File: config.mk
export PLATFORM = sky130hd
export DESIGN_NAME = lrc_ctrl
export DESIGN_NICKNAME = d
export VERILOG_FILES = /design/src/hw/rtl/lrc_pkg.sv /design/src/hw/rtl/lrc_ctrl.sv
export SDC_FILE = /design/constraint.sdc
export NUM_CORES = 1
export LEC_CHECK = 0
export BUFFER_PORTS_ARGS = -buffer_cell sky130_fd_sc_hd__clkbuf_2
export CAP_MARGIN = 20
export CORE_AREA = 2 2 39 41
export DETAILED_ROUTE_END_ITERATION = 8
export DIE_AREA = 0 0 41 43
export PLACE_DENSITY_LB_ADDON = 0.1
export RECOVER_POWER = 100
export SLEW_MARGIN = 20
export SYNTH_ARGS = -nofsm -noshare
export SYNTH_HDL_FRONTEND = slang
export SYNTH_SLANG_ARGS = --single-unit
File: constraint.sdc
create_clock -name aclk -period 1.75 [get_ports aclk]
set_input_delay 0.35 -clock aclk [delete_from_list [all_inputs] [get_ports aclk]]
set_output_delay 0.35 -clock aclk [all_outputs]
set_load 0.05 [all_outputs]
File: src/hw/rtl/lrc_pkg.sv
// ----------------------------------------------------------------------------
// lrc_pkg
// Shared types and constants of the LRU result cache.
// ----------------------------------------------------------------------------
package lrc_pkg;
    localparam int ENTRIES          = 64;
    localparam int IDX_W            = $clog2(ENTRIES);
    localparam int CNT_W            = $clog2(ENTRIES + 1);
    localparam int PAYLOAD_BITS     = 64;
    localparam int BASE_BYTES       = 64;
    localparam int DESCRIPTOR_BYTES = 32;
    localparam logic [15:0] ALL_COLUMNS = 16'hFFFF;
    localparam logic [31:0] MAX_BYTES_RESET = 32'd65536;

    localparam logic [2:0] MODE_LOOKUP = 3'd0;
    localparam logic [2:0] MODE_PROBE  = 3'd1;
    localparam logic [2:0] MODE_PUT    = 3'd2;
    localparam logic [2:0] MODE_INVAL  = 3'd3;
    localparam logic [2:0] MODE_CLEAR  = 3'd4;

    typedef struct packed {
        logic       load;     // capture word, run key match
        logic       hit_upd;  // lookup/probe result; touch on lookup only
        logic       put_upd;  // update in place
        logic       evict;    // drop LRU entry
        logic       insert;   // insert new entry
        logic       inval;    // drop lowest matching entry
        logic       clear;
    } lrc_cmd_t;

    typedef struct packed {
        logic [2:0] mode;
        logic       match;
        logic       need_evict;
        logic       kill_any;
    } lrc_sts_t;

    function automatic logic [31:0] entry_cost(input logic present);
        return present ? 32'(BASE_BYTES + DESCRIPTOR_BYTES) : 32'(BASE_BYTES);
    endfunction
endpackage

File: src/hw/rtl/lrc_ctrl.sv
// ----------------------------------------------------------------------------
// lrc_ctrl
// Sequencer: accept, match, evict or invalidate loop, update, respond.
// ----------------------------------------------------------------------------
module lrc_ctrl (
    input  logic              aclk,
    input  logic              aresetn,
    input  logic              s_valid,
    output logic              s_ready,
    output logic              m_valid,
    input  logic              m_ready,
    input  lrc_pkg::lrc_sts_t sts,
    output lrc_pkg::lrc_cmd_t cmd
);
    typedef enum logic [4:0] {
        ST_IDLE  = 5'b00001,
        ST_EXEC  = 5'b00010,
        ST_EVICT = 5'b00100,
        ST_INVAL = 5'b01000,
        ST_RESP  = 5'b10000
    } state_t;

    state_t state_reg, state_next;

    assign s_ready = (state_reg == ST_IDLE);
    assign m_valid = (state_reg == ST_RESP);

    always_comb begin
        state_next = state_reg;
        cmd = '0;
        unique case (state_reg)
            ST_IDLE: begin
                if (s_valid) begin
                    cmd.load = 1'b1;
                    state_next = ST_EXEC;
                end
            end
            ST_EXEC: begin
                state_next = ST_RESP;
                unique case (sts.mode)
                    lrc_pkg::MODE_LOOKUP, lrc_pkg::MODE_PROBE: cmd.hit_upd = 1'b1;
                    lrc_pkg::MODE_PUT: begin
                        if (sts.match) cmd.put_upd = 1'b1;
                        else state_next = ST_EVICT;
                    end
                    lrc_pkg::MODE_INVAL: state_next = ST_INVAL;
                    lrc_pkg::MODE_CLEAR: cmd.clear = 1'b1;
                    default: ;
                endcase
            end
            ST_EVICT: begin
                if (sts.need_evict) begin
                    cmd.evict = 1'b1;
                end else begin
                    cmd.insert = 1'b1;
                    state_next = ST_RESP;
                end
            end
            ST_INVAL: begin
                if (sts.kill_any) begin
                    cmd.inval = 1'b1;
                end else begin
                    state_next = ST_RESP;
                end
            end
            ST_RESP: begin
                if (m_ready) state_next = ST_IDLE;
            end
            default: state_next = ST_IDLE;
        endcase
    end

    always_ff @(posedge aclk) begin
        if (!aresetn) state_reg <= ST_IDLE;
        else state_reg <= state_next;
    end

`ifndef ASSERT_OFF
    a_onehot: assert property (@(posedge aclk) disable iff (!aresetn) $onehot(state_reg))
        else $error("state not one-hot");
    a_ins_resp: assert property (@(posedge aclk) disable iff (!aresetn)
        cmd.insert |=> m_valid) else $error("insert not followed by response");
    a_load_idle: assert property (@(posedge aclk) disable iff (!aresetn)
        cmd.load |-> !m_valid) else $error("load while responding");
`endif
endmodule

== Word level (Yosys, flattened, before mapping) ==
Cells that the tools add are included.
Widths: inputs -> output; s select.

* $add $sub $neg: 0
* $mul: 0
* Divide/modulo/power cells: 0
* $lt $le $gt $ge: 0
* Equality and inequality tests: 13
* Shifts and indexed selects: 0
* Mux-type cells: 20
* Bitwise logic cells: 0
* Reduce and logical (&&, ||, !) cells: 3

{| class="wikitable"
|+ Operator list
! operator !! number
|-
| $mux 5 || 5
|-
| $pmux 5 s5 || 1
|-
| $mux 1 || 11
|-
| $pmux 5 s2 || 1
|-
| $eq 3x2->1 const B || 2
|-
| $ne 2x2->1 const B || 3
|-
| $eq 5x1->1 const B || 1
|-
| $eq 5x2->1 const B || 1
|-
| $eq 5x3->1 const B || 1
|-
| $eq 5x4->1 const B || 1
|-
| $eq 5x5->1 const B || 1
|-
| $mux 2 || 2
|-
| $reduce_and 4->1 || 1
|-
| $eq 3x1->1 const B || 1
|-
| $eq 3x3->1 const B || 1
|-
| $logic_not 3->1 || 1
|-
| $ne 2x1->1 const B || 1
|-
| $reduce_or 2->1 || 1
|}

* Register bits after elaboration: 5
* Latch bits: 0
* Memory bits (writable): 0
* ROM bits: 0
* Bits of input ports: 10
* Output and inout port bits: 9
* Word-level logic and storage cells: 37
* Memories kept: 0

== Logic depth before layout (Yosys ltp) ==
* Depth after elaboration: 4
* Depth in mapped cells: 5
* Gate-level depth less buffers: 5

== Worst setup path before layout ==
No wires, ideal clock.

* Path type: flip-flop to output port
* Start point: reg state_reg[3]
* End point: out cmd[0] in the netlist's numbering
* Arrival: 2.476 ns
* Data required time: 1.400 ns
* Setup slack: -1.076 ns
* Cell stages (with the launch flop): 4
* Path buffers: 0
* Path through: dfxtp_1 > nor3_1 > nand3_1 > nor4b_1

{| class="wikitable"
|+ RTL lines
! item !! RTL line !! RTL
|-
| from (decl) || lrc_ctrl.sv:23 || <nowiki>state_t state_reg, state_next;</nowiki>
|-
| from (signal assigned) || lrc_ctrl.sv:75 || <nowiki>else state_reg <= state_next;</nowiki>
|-
| to (decl) || lrc_ctrl.sv:13 || <nowiki>output lrc_pkg::lrc_cmd_t cmd</nowiki>
|}

== Worst setup path in the final report ==
* Start point: reg state_reg[0]
* End point: out m_valid

* Cells in the longest elaborated chain, start to end: 1

{| class="wikitable"
|+ Ends and longest elaborated chain
! item !! RTL line !! RTL
|-
| $eq 5x5->1 || lrc_ctrl.sv:26 || <nowiki>assign m_valid = (state_reg == ST_RESP);</nowiki>
|-
| to (decl) || lrc_ctrl.sv:10 || <nowiki>output logic m_valid,</nowiki>
|}

No other way between the ends.

==> impl_metrics.json <==
{
  "violations": "setup timing",
  "synth-seq-cells": 5,
  "postSynthAreaPerCell_sq_um": 8.54,
  "crit_fanout": 2,
  "dp_hpwl_microns": 811,
  "setup_ws_ns": -0.162,
  "final_max_slew_viol_count": 0,
  "start_util": 0.253,
  "antenna_found_initial": 0,
  "relSlewSlack": 0.750,
  "num_rows": 14,
  "clockRootBuffer": "clkbuf_4",
  "via_count": 466,
  "nets": 87,
  "antenna_left": 0,
  "totalPowerFinal_mw": 0.520,
  "async_flop_share": 0,
  "mappedNetlistNets": 51,
  "p_int_mw": 0.320,
  "arrival_ns": 1.56,
  "fmax_ghz": 0.523,
  "insertion_delay_ns": 0.25,
  "drtIter0Drc": 3,
  "ios": 19,
  "clock-sinks": 5,
  "final.setup.tns_ns": -0.429,
  "layout_min_cycle_time_ns": 1.91,
  "cts.reportedPaths.clkPinSlew_ns": 0.04,
  "synthTopCellsByArea": "dfxtp_1, inv_1, nor4_1",
  "start_kind": "register",
  "sw_frac_of_total": 0.384,
  "wire_per_inst_microns": 11.8,
  "die_h_microns": 43,
  "first_pass_iters": 5,
  "pwr-share-comb": 0.475,
  "setup_viol": 5,
  "cts_tree": "built",
  "syn_inst": 41,
  "grt_pass1_wl_mm": 1.83,
  "crit_type": "reg2out",
  "largest_reg_flops": 5,
  "synth_commonest_cells": "inv_1, dfxtp_1, nor3_1, nor4_1",
  "vias_per_cell": 5.07,
  "slowest_delay_ns": 0.40,
  "worst_setup_path_end_kind": "output pin",
  "drt-total-wl_mm": 1.09,
  "place.gp.congestion": 0.717,
  "cts_buffers": 3,
  "switchingPower_mw": 0.200,
  "period_share": 1.09,
  "drc": 0,
  "pwr-share-seq": 0.259,
  "num_antenna_cells": 0,
  "grt_remaining_overflow": 0,
  "clk_path_buf_depth": 2,
  "crit_chain": "or3_4, or3b_4, clkinvlp_4, clkbuf_16",
  "dieArea_sq_um": 1760,
  "grt.total_usage": 0.159,
  "htreeDepth": 1,
  "fin_skew_ns": 0.000434,
  "yosys.area.top_type": "dfxtp_1",
  "core_area_sq_um": 1380,
  "hold_path.class": "in2reg",
  "yosysWarnings": 0,
  "synth_edf_count": 0,
  "rrSetupSlack_ns": 0.13,
  "areaGrowthSynthToFinish_pct": 120,
  "synth_sequential_area_ratio": 0.286,
  "grt_pass1_vias": 436,
  "clockPowerShare": 0.266,
  "die_x_microns": 41,
  "yosys_most_used_dff": "dfxtp_1",
  "yosysUniqueCellTypes": 24,
  "p_leak_nw": 0.341,
  "p_per_area_nw_per_um2": 673,
  "drive_gt1_frac": 0.671,
  "tightest_slew_ns": 0.375,
  "syn_area_sq_um": 350,
  "maxCapViolations": 0,
  "status": "finished with violations",
  "postCtsHoldBufs": 0,
  "finalHoldViolations": 0,
  "worst_hold_slack_ns": 0.362,
  "final_core_utilization": 0.558,
  "synthMostInstantiatedCell": "inv_1",
  "peakVddDrop_mv": 0.515,
  "cp_slowest_cell": "or3b_4",
  "n_fill_cell": 120,
  "grt_setup_unrepaired": "yes",
  "yosysTopAreaCellShare": 0.286,
  "grt_start_max_net_pins": 6,
  "port_buffers": 18,
  "worstPathRequired_ns": 1.40
}
[path summary, 6_finish.rpt]
check                     from      endpoint  depth (start not counted)
setup / recovery  state_reg[0]       m_valid                          4
hold / removal         aresetn  state_reg[3]                          2
setup reg to reg  state_reg[0]  state_reg[0]                          5
hold reg to reg   state_reg[3]  state_reg[0]                          3
[metrics by stage]
step	std cells	worst slack (ns)	area, sq um
final	92	-0.162	772
after global routing	92	-0.206	772
after CTS	92	-0.175	759
after detailed placement	86	-0.00251	601
after global placement	86	0.0140	601
after floorplan	41	-0.0461	408
[power by group through the flow]
stage | combinational, mW | clock [mW] | sequential (mW)
after floorplan | 0.129 | 0 | 0.139
after global placement | 0.210 | 0 | 0.134
after detailed placement | 0.209 | 0 | 0.134
after CTS | 0.238 | 0.140 | 0.133
after global routing | 0.261 | 0.151 | 0.136
final | 0.247 | 0.138 | 0.135
[metal layers]
metal | track usage | up-vias | wire length, microns
li1 | - | 230 | -
met1 | 0.185 | 220 | 433
met2 | 0.234 | 12 | 560
met3 | 0.0419 | 4 | 58
met4 | 0.120 | 0 | 37
met5 | 0 | - | 0
[critical path: cells and delay by family (launching register included)]
| kind | cells | cell delay (ns) |
|---|---|---|
| flip-flops | 1 | 0.30 |
| buffers and inverters | 2 | 0.24 |
| AND/OR/NAND/NOR | 2 | 0.78 |
[logic make-up (layout without fill, tap and decap cells)]
kind of cell,Yosys count,in the layout,share of synthesized area
flip-flops,5,5,0.286
AO/OA/AOI/OAI,8,8,0.214
buffers and inverters,6,41,0.0643
XOR/XNOR,1,1,0.0250
AND/OR/NAND/NOR,21,21,0.411
[final cells by class]
type,count,area (sq um),share of cell area
multi-input cells,30,309,0.400
repair buffers,31,287,0.371
flip-flops and latches,5,104,0.135
clock buffers,4,26.3,0.0340
inverters,6,26.3,0.0340
well taps,16,20.0,0.0259
[repair_timing]
action                                  4_1_cts  5_1_grt
pin swaps                                     5        1
buffers inserted                              2        0
gates resized for setup                      22       13
endpoints found under the setup margin        7        9
[layout by cell type (no fill, tap or decap), drive strengths merged]
master	instances
clkbuf	19
buf	16
inv	5
dfxtp	5
nor3	4
nor4	3
nand2	2
o21a	2
nor2	2
nor4b	2
and3	2
nand3b	1
nand2b	1
nand3	1
or3	1
or3b	1
clkinvlp	1
a2111oi	1
xnor2	1
or4	1
o21ai	1
a41o	1
a21oi	1
o221ai	1
o211a	1
No activity file was read; power rests on OpenSTA's default activity.
